**src/rtl/bit_field_pack_unpack_engine_macros.svh**
```systemverilog
// Assertion macros for the bit field pack/unpack engine
`ifndef BIT_FIELD_PACK_UNPACK_ENGINE_MACROS_SVH
`define BIT_FIELD_PACK_UNPACK_ENGINE_MACROS_SVH

// same-cycle implication
`define BFPE_ASSERT_NOW(label, ante, cons) \
    label: assert property (@(posedge clk) disable iff (!rst_n) (ante) |-> (cons)) \
        else $error("bfpe check failed: same-cycle rule");

// next-cycle implication
`define BFPE_ASSERT_NEXT(label, ante, cons) \
    label: assert property (@(posedge clk) disable iff (!rst_n) (ante) |=> (cons)) \
        else $error("bfpe check failed: next-cycle rule");

`endif

```
**src/rtl/bfpe_pkg.sv**
```systemverilog
`timescale 1ns / 1ps

package bfpe_pkg;

    localparam int RD_W  = 32;
    localparam int ACC_W = RD_W + 8;

    localparam logic [1:0] OP_GET      = 2'd0;
    localparam logic [1:0] OP_SET      = 2'd1;
    localparam logic [1:0] OP_APPEND   = 2'd2;
    localparam logic [1:0] OP_RESETPOS = 2'd3;

    localparam logic [1:0] ST_OK    = 2'd0;
    localparam logic [1:0] ST_COUNT = 2'd1;
    localparam logic [1:0] ST_RANGE = 2'd2;

    typedef struct packed {
        logic [1:0]  opcode;
        logic [14:0] bit_offset;
        logic [5:0]  bit_count;
        logic [31:0] write_value;
    } in_t;

    typedef struct packed {
        logic [31:0] read_value;
        logic [1:0]  status;
        logic [15:0] append_position;
    } out_t;

    typedef struct packed {
        logic [12:0] first_byte;
        logic [13:0] last_byte;
        logic [3:0]  nbytes;
        logic [2:0]  trail;
        logic [1:0]  status;
        logic        go;
    } dec_t;

endpackage

```
**src/rtl/bfpe_decode.sv**
```systemverilog
`timescale 1ns / 1ps

module bfpe_decode #(
    parameter int STORE_BYTES = 4096,
    parameter int FIELD_BITS  = 32
) (
    input  bfpe_pkg::in_t  item,
    input  logic [15:0]    cursor,
    output bfpe_pkg::dec_t dec
);

    localparam int unsigned STORE_BITS = STORE_BYTES * 8;

    logic [15:0] start;
    logic [16:0] end_bit;
    logic [16:0] last_bit;
    logic        is_pos;
    logic        zero_cnt;

    always_comb
    begin
        is_pos   = (item.opcode == bfpe_pkg::OP_RESETPOS);
        zero_cnt = (item.bit_count == 6'd0);
        start    = (item.opcode == bfpe_pkg::OP_APPEND) ? cursor : {1'b0, item.bit_offset};
        end_bit  = {1'b0, start} + 17'(item.bit_count);
        last_bit = end_bit - 17'd1;

        if (is_pos || zero_cnt)
        begin
            dec.status = bfpe_pkg::ST_OK;
        end
        else if ({26'b0, item.bit_count} > 32'(FIELD_BITS))
        begin
            dec.status = bfpe_pkg::ST_COUNT;
        end
        else if ({15'b0, end_bit} > 32'(STORE_BITS))
        begin
            dec.status = bfpe_pkg::ST_RANGE;
        end
        else
        begin
            dec.status = bfpe_pkg::ST_OK;
        end

        dec.go         = !is_pos && !zero_cnt && (dec.status == bfpe_pkg::ST_OK);
        dec.first_byte = start[15:3];
        dec.last_byte  = last_bit[16:3];
        dec.trail      = ~last_bit[2:0];
        dec.nbytes     = 4'(last_bit[16:3] - {1'b0, start[15:3]} + 14'd1);
    end

endmodule

```
**config.mk**
```make
export PLATFORM = sky130hd
export DESIGN_NAME = bfpe_decode
export DESIGN_NICKNAME = d
export VERILOG_FILES = /design/src/rtl/bit_field_pack_unpack_engine_macros.svh /design/src/rtl/bfpe_pkg.sv /design/src/rtl/bfpe_decode.sv
export SDC_FILE = /design/constraint.sdc
export NUM_CORES = 1
export LEC_CHECK = 0
export ABC_AREA = 1
export BUFFER_PORTS_ARGS = -buffer_cell sky130_fd_sc_hd__buf_2
export CORE_MARGIN = 3
export CORE_UTILIZATION = 25
export DETAILED_ROUTE_END_ITERATION = 6
export PLACE_DENSITY = 0.5
export SETUP_SLACK_MARGIN = 0.4
export SLEW_MARGIN = 20
export SYNTH_ARGS = -nofsm -noshare
export SYNTH_HDL_FRONTEND = slang
export SYNTH_SLANG_ARGS = --single-unit
```
**constraint.sdc**
```tcl
create_clock -name vclk -period 3.15
set_input_delay 0.1575 -clock vclk [all_inputs]
set_output_delay 0.1575 -clock vclk [all_outputs]
set_load 0.02 [all_outputs]
```
==> results_dict.tcl, run 1 <==
set metrics [dict create \
    ir_drop_mv 0.138 \
    synth_top_family_by_area "simple AND/OR/NAND/NOR gates" \
    io_pins 108 \
    p_per_area_nw_per_um2 306 \
    postLayoutSetupSlackWorst_ns -0.344 \
    cts_hold_buf 0 \
    grt_overflow 0 \
    synthMuxAreaShare 0 \
    synth.distinct_cells 31 \
    criticalPathCategory "input port to output pin" \
    hold_violations 0 \
    drive_gt1_frac 0.560 \
    num_rows 29 \
    pwr-share-seq 0 \
    vias 2317 \
    fin_nets 548 \
    p_leak_nw 1.84 \
    hp-class "input port to output pin" \
    grt_pass1_wl_mm 10.9 \
    synth_adder_area_share 0.108 \
    synthSimpleGateAreaFrac 0.630 \
    synth_seq_area_share 0 \
    worst_slew_pin_slew_ns 0.543 \
    gp_congestion 0.827 \
    hold_path_depth 3 \
    violations "setup timing" \
    drt_iter0_drc 90 \
    post-route-util 0.506 \
    grt_util_all_layers 0.155 \
    final_common_cell "nand2_1" \
    avgSynthCellArea_um2 5.66 \
    power_frac_clock 0 \
    io_buffers 76 \
    seq_area_um2 0 \
    pre_cts_ws_ns -0.517 \
    synth_nets 396 \
    die-area_um2 8080 \
    syn_area_um2 1760 \
    antennaDiodeCount 0 \
    p_comb_frac 1.000 \
    finalCriticalPeriod_ns 3.49 \
    ant_nets 0 \
    drt-total-wl_mm 6.68 \
    critical_path_arrival_ns 3.34 \
    crit_required_ns 2.99 \
    p_total_mw 1.02 \
    grt_pass1_vias 2371 \
    maxCapViolCount 0 \
    status "finished with violations" \
    switching_share 0.517 \
    core_um2 6570 \
    grt_start_max_net_pins 20 \
    hold_slack_ns 0.639 \
    drt_first_pass_iters 5 \
    setup_violations 12 \
    crit_path_start_kind "input port" \
    worstPathMaxFanout 3 \
    synth_warnings 0 \
    vias_per_cell 4.18 \
    p_switching_mw 0.525 \
    wire_per_inst_um 12.1 \
    fin_crit_sh 1.11 \
    drv_slew 0 \
    clkbuf_count 0 \
    antenna_found_initial 0 \
    rsz0062_at_grt "true" \
    dp_hpwl_mm 4.79 \
    internal_power_mw 0.491 \
    layout_common_cells "nand2_1, buf_2, buf_4" \
    layout.cells.non_filler 554 \
    fp.dieW_um 89.9 \
    drcViolationCount 0 \
    fp.dieH_um 89.9 \
    synth_compound_area_frac 0.0348 \
    dp.cells 510 \
    nFlopsAndLatches 0 \
    start_util 0.268 \
    synth_cells 311 \
    cp-end-kind "output pin" \
    slew_headroom 0.633 \
    synthXorXnorAreaFrac 0.0789 \
    area_growth_pct 88.9 \
    fmax_mhz 286 \
]
[critical path, cell delays in order]
cell and delay, ns:
buf_12 0.12, nor2_4 0.13, nand2_2 0.08, nand2_4 0.06, ha_4 0.13, fa_2 0.44, inv_2 0.09, ha_4 0.15
nand2_4 0.05, nor2_4 0.15, xor2_2 0.19, ha_1 0.27, inv_1 0.09, ha_2 0.17, inv_2 0.04, fa_2 0.33
xor2_1 0.17, xor2_1 0.24, xnor2_2 0.13, buf_4 0.15
[path summary, 6_finish.rpt]
check	start	endpoint	slack, ns
hold / removal	item[53]	dec[1]	0.64
setup / recovery	item[53]	dec[9]	-0.34
[logic make-up (layout without fill, tap and decap cells)]
| family | after synthesis | in the layout |
|---|---|---|
| AO/OA/AOI/OAI | 11 | 11 |
| XOR/XNOR | 15 | 15 |
| adder cells (fa/ha/maj) | 14 | 14 |
| buffers and inverters | 61 | 210 |
| AND/OR/NAND/NOR | 210 | 211 |
[final cells by class]
cell class | count | area [um^2]
fill | 670 | 3240
multi-input combinational | 251 | 1790
timing repair buffer | 154 | 1190
inverter | 56 | 229
tap | 93 | 116
[synth_stat cells, types with 2 or more instances]
master	n	share of area
a21oi_1	5	0.014
buf_6	4	0.026
fa_1	2	0.023
ha_1	12	0.085
inv_1	49	0.10
inv_2	7	0.015
nand2_1	105	0.22
nand2_2	18	0.064
nand2_4	7	0.045
nand3_1	25	0.071
nand3_2	13	0.074
nand3b_1	2	0.0085
nand4_1	6	0.021
nor2_1	16	0.034
nor2_2	4	0.014
nor2_4	4	0.026
nor3_1	2	0.0057
nor3_2	3	0.017
o21ai_0	3	0.0085
xnor2_1	4	0.020
xor2_1	10	0.050
[per-layer routing]
metal  global-route usage  share of wire
met5                    0              0
met4              0.00893         0.0066
met3              0.00835          0.037
met2                0.291           0.51
met1                0.203           0.45
[timing repair]
action | 4_1_cts | 5_1_grt
gates resized for setup | 95 | 23
gates cloned | 1 | 0
endpoints found under the setup margin | 16 | 16
pin swaps | 34 | 17
buffers inserted | 38 | 5
[power groups by stage]
stage	clock (mW)	combinational, mW	sequential, mW
2_1_floorplan	0	0.464	0
5_1_grt	0	1.10	0
3_3_place_gp	0	0.700	0
4_1_cts	0	0.940	0
3_5_place_dp	0	0.706	0
6_report	0	1.02	0
[stage by stage]
step                cell area, um^2  TNS (ns)
floorplan                      1840    -0.178
global placement               2540    -0.567
detailed placement             2540    -0.698
CTS                            3190    -0.918
global route                   3330     -3.66
finish                         3330     -1.59
Note: power is estimated with default switching activity, not from simulation.
==> run 2, diff against run 1 <==
Settings changed: GPL_TIMING_DRIVEN set to 0, PLACE_DENSITY 0.5 to 0.48.
Clock period 3.15 ns to 3.28 ns, I/O delays scaled along.
==> results_dict.tcl, run 2 (synthesis results as in run 1) <==
set metrics [dict create \
    tns_ns -0.490 \
    finalCriticalPeriod_ns 3.50 \
    vias_per_cell 4.25 \
    core_um2 6570 \
    start_util 0.268 \
    clkbuf_count 0 \
    drt-total-wl_mm 5.91 \
    p_total_mw 0.794 \
    nFlopsAndLatches 0 \
    antenna_found_initial 0 \
    hold_slack_ns 0.651 \
    wire_per_inst_um 11.5 \
    cts_hold_buf 0 \
    num_rows 29 \
    drcViolationCount 0 \
    drive_gt1_frac 0.534 \
    grt_util_all_layers 0.141 \
    setup_violations 5 \
    rsz0062_at_grt "true" \
    fp.dieH_um 89.9 \
    seq_area_um2 0 \
    fp.dieW_um 89.9 \
    hp-class "input port to output pin" \
    antennaDiodeCount 0 \
    final_area_um2 2990 \
    wl_met2_mm 2.89 \
    wirelength_met1_mm 2.85 \
    slew_headroom 0.706 \
    io_buffers 76 \
    violations "setup timing" \
    grt_pass1_wl_mm 10.0 \
    drv_slew 0 \
    fin_nets 508 \
    dp_hpwl_mm 4.66 \
    fmax_mhz 286 \
    crit_required_ns 3.12 \
    hold_violations 0 \
    area_growth_pct 69.7 \
    layout_common_cells "nand2_1, buf_2, inv_1" \
    post-route-util 0.455 \
    critical_path_arrival_ns 3.33 \
    status "finished with violations" \
    io_pins 108 \
    worstPathMaxFanout 6 \
    criticalPathCategory "input port to output pin" \
    worst_slew_pin_slew_ns 0.436 \
    maxCapViolCount 0 \
    place_area_um2 2330 \
    die-area_um2 8080 \
    ant_nets 0 \
    topRoutingLayerUsed "met4" \
    cp-end-kind "output pin" \
    grt_pass1_vias 2109 \
    p_per_area_nw_per_um2 266 \
    grt_start_max_net_pins 11 \
    drt_first_pass_iters 4 \
    fin_crit_sh 1.07 \
    grt_overflow 0 \
    final_common_cell "nand2_1" \
    postLayoutSetupSlackWorst_ns -0.219 \
    crit_path_start_kind "input port" \
    wl_met3_um 145 \
    gp_congestion 0.790 \
    vias 2186 \
    p_leak_nw 1.62 \
    ir_drop_mv 0.0921 \
    drt_iter0_drc 92 \
]
==> run 2: final cells by class <==
type	instances	area, um^2
fill	689	3580
tap	93	116
inverter	56	229
buffer	5	60.1
multi-input combinational	251	1840
timing repair buffer	109	738
==> run 2: worst paths after layout <==
check	start	to	slack [ns]	cells past startpoint
setup / recovery	item[53]	dec[9]	-0.22	21
hold / removal	item[53]	dec[1]	0.65	3
==> run 2: metal layers <==
| layer | vias to the layer above | GRT usage |
|---|---|---|
| li1 | 1176 | - |
| met1 | 969 | 0.200 |
| met2 | 39 | 0.253 |
| met3 | 2 | 0.00501 |
| met4 | 0 | 0 |
| met5 | - | 0 |
==> run 2: report_power, final <==
group,internal [mW],switching (mW),leakage (nW)
Clock,0,0,0
Sequential,0,0,0
Combinational,0.339,0.455,1.62
Total,0.339,0.455,1.62
==> run 2: stage by stage <==
stage	setup WS [ns]	instances
2_1_floorplan	-0.0609	311
3_3_place_gp	-0.633	480
3_5_place_dp	-0.650	480
4_1_cts	-0.307	506
5_1_grt	-0.372	514
6_report	-0.219	514
==> run 2: worst max-delay path, stage by stage <==
cell and delay (ns):
buf_12 0.12, inv_16 0.05, nand2_8 0.04, buf_8 0.12
nand2_4 0.06, nand2_4 0.05, ha_4 0.16, fa_2 0.43
nand3_2 0.11, nand3_4 0.09, xnor2_4 0.27, inv_2 0.08
nor2_4 0.14, xnor2_2 0.08, ha_1 0.29, inv_2 0.04
fa_2 0.39, xor2_2 0.18, xor2_2 0.19, xnor2_2 0.12
buf_4 0.15
==> run 2: timing repair <==
item                       CTS  global route
setup endpoints to repair   14            14
hold endpoints to repair     0             0
setup buffers               25             8
pin swaps                   20            25
gates resized for setup     54            45
gates cloned                 1             0
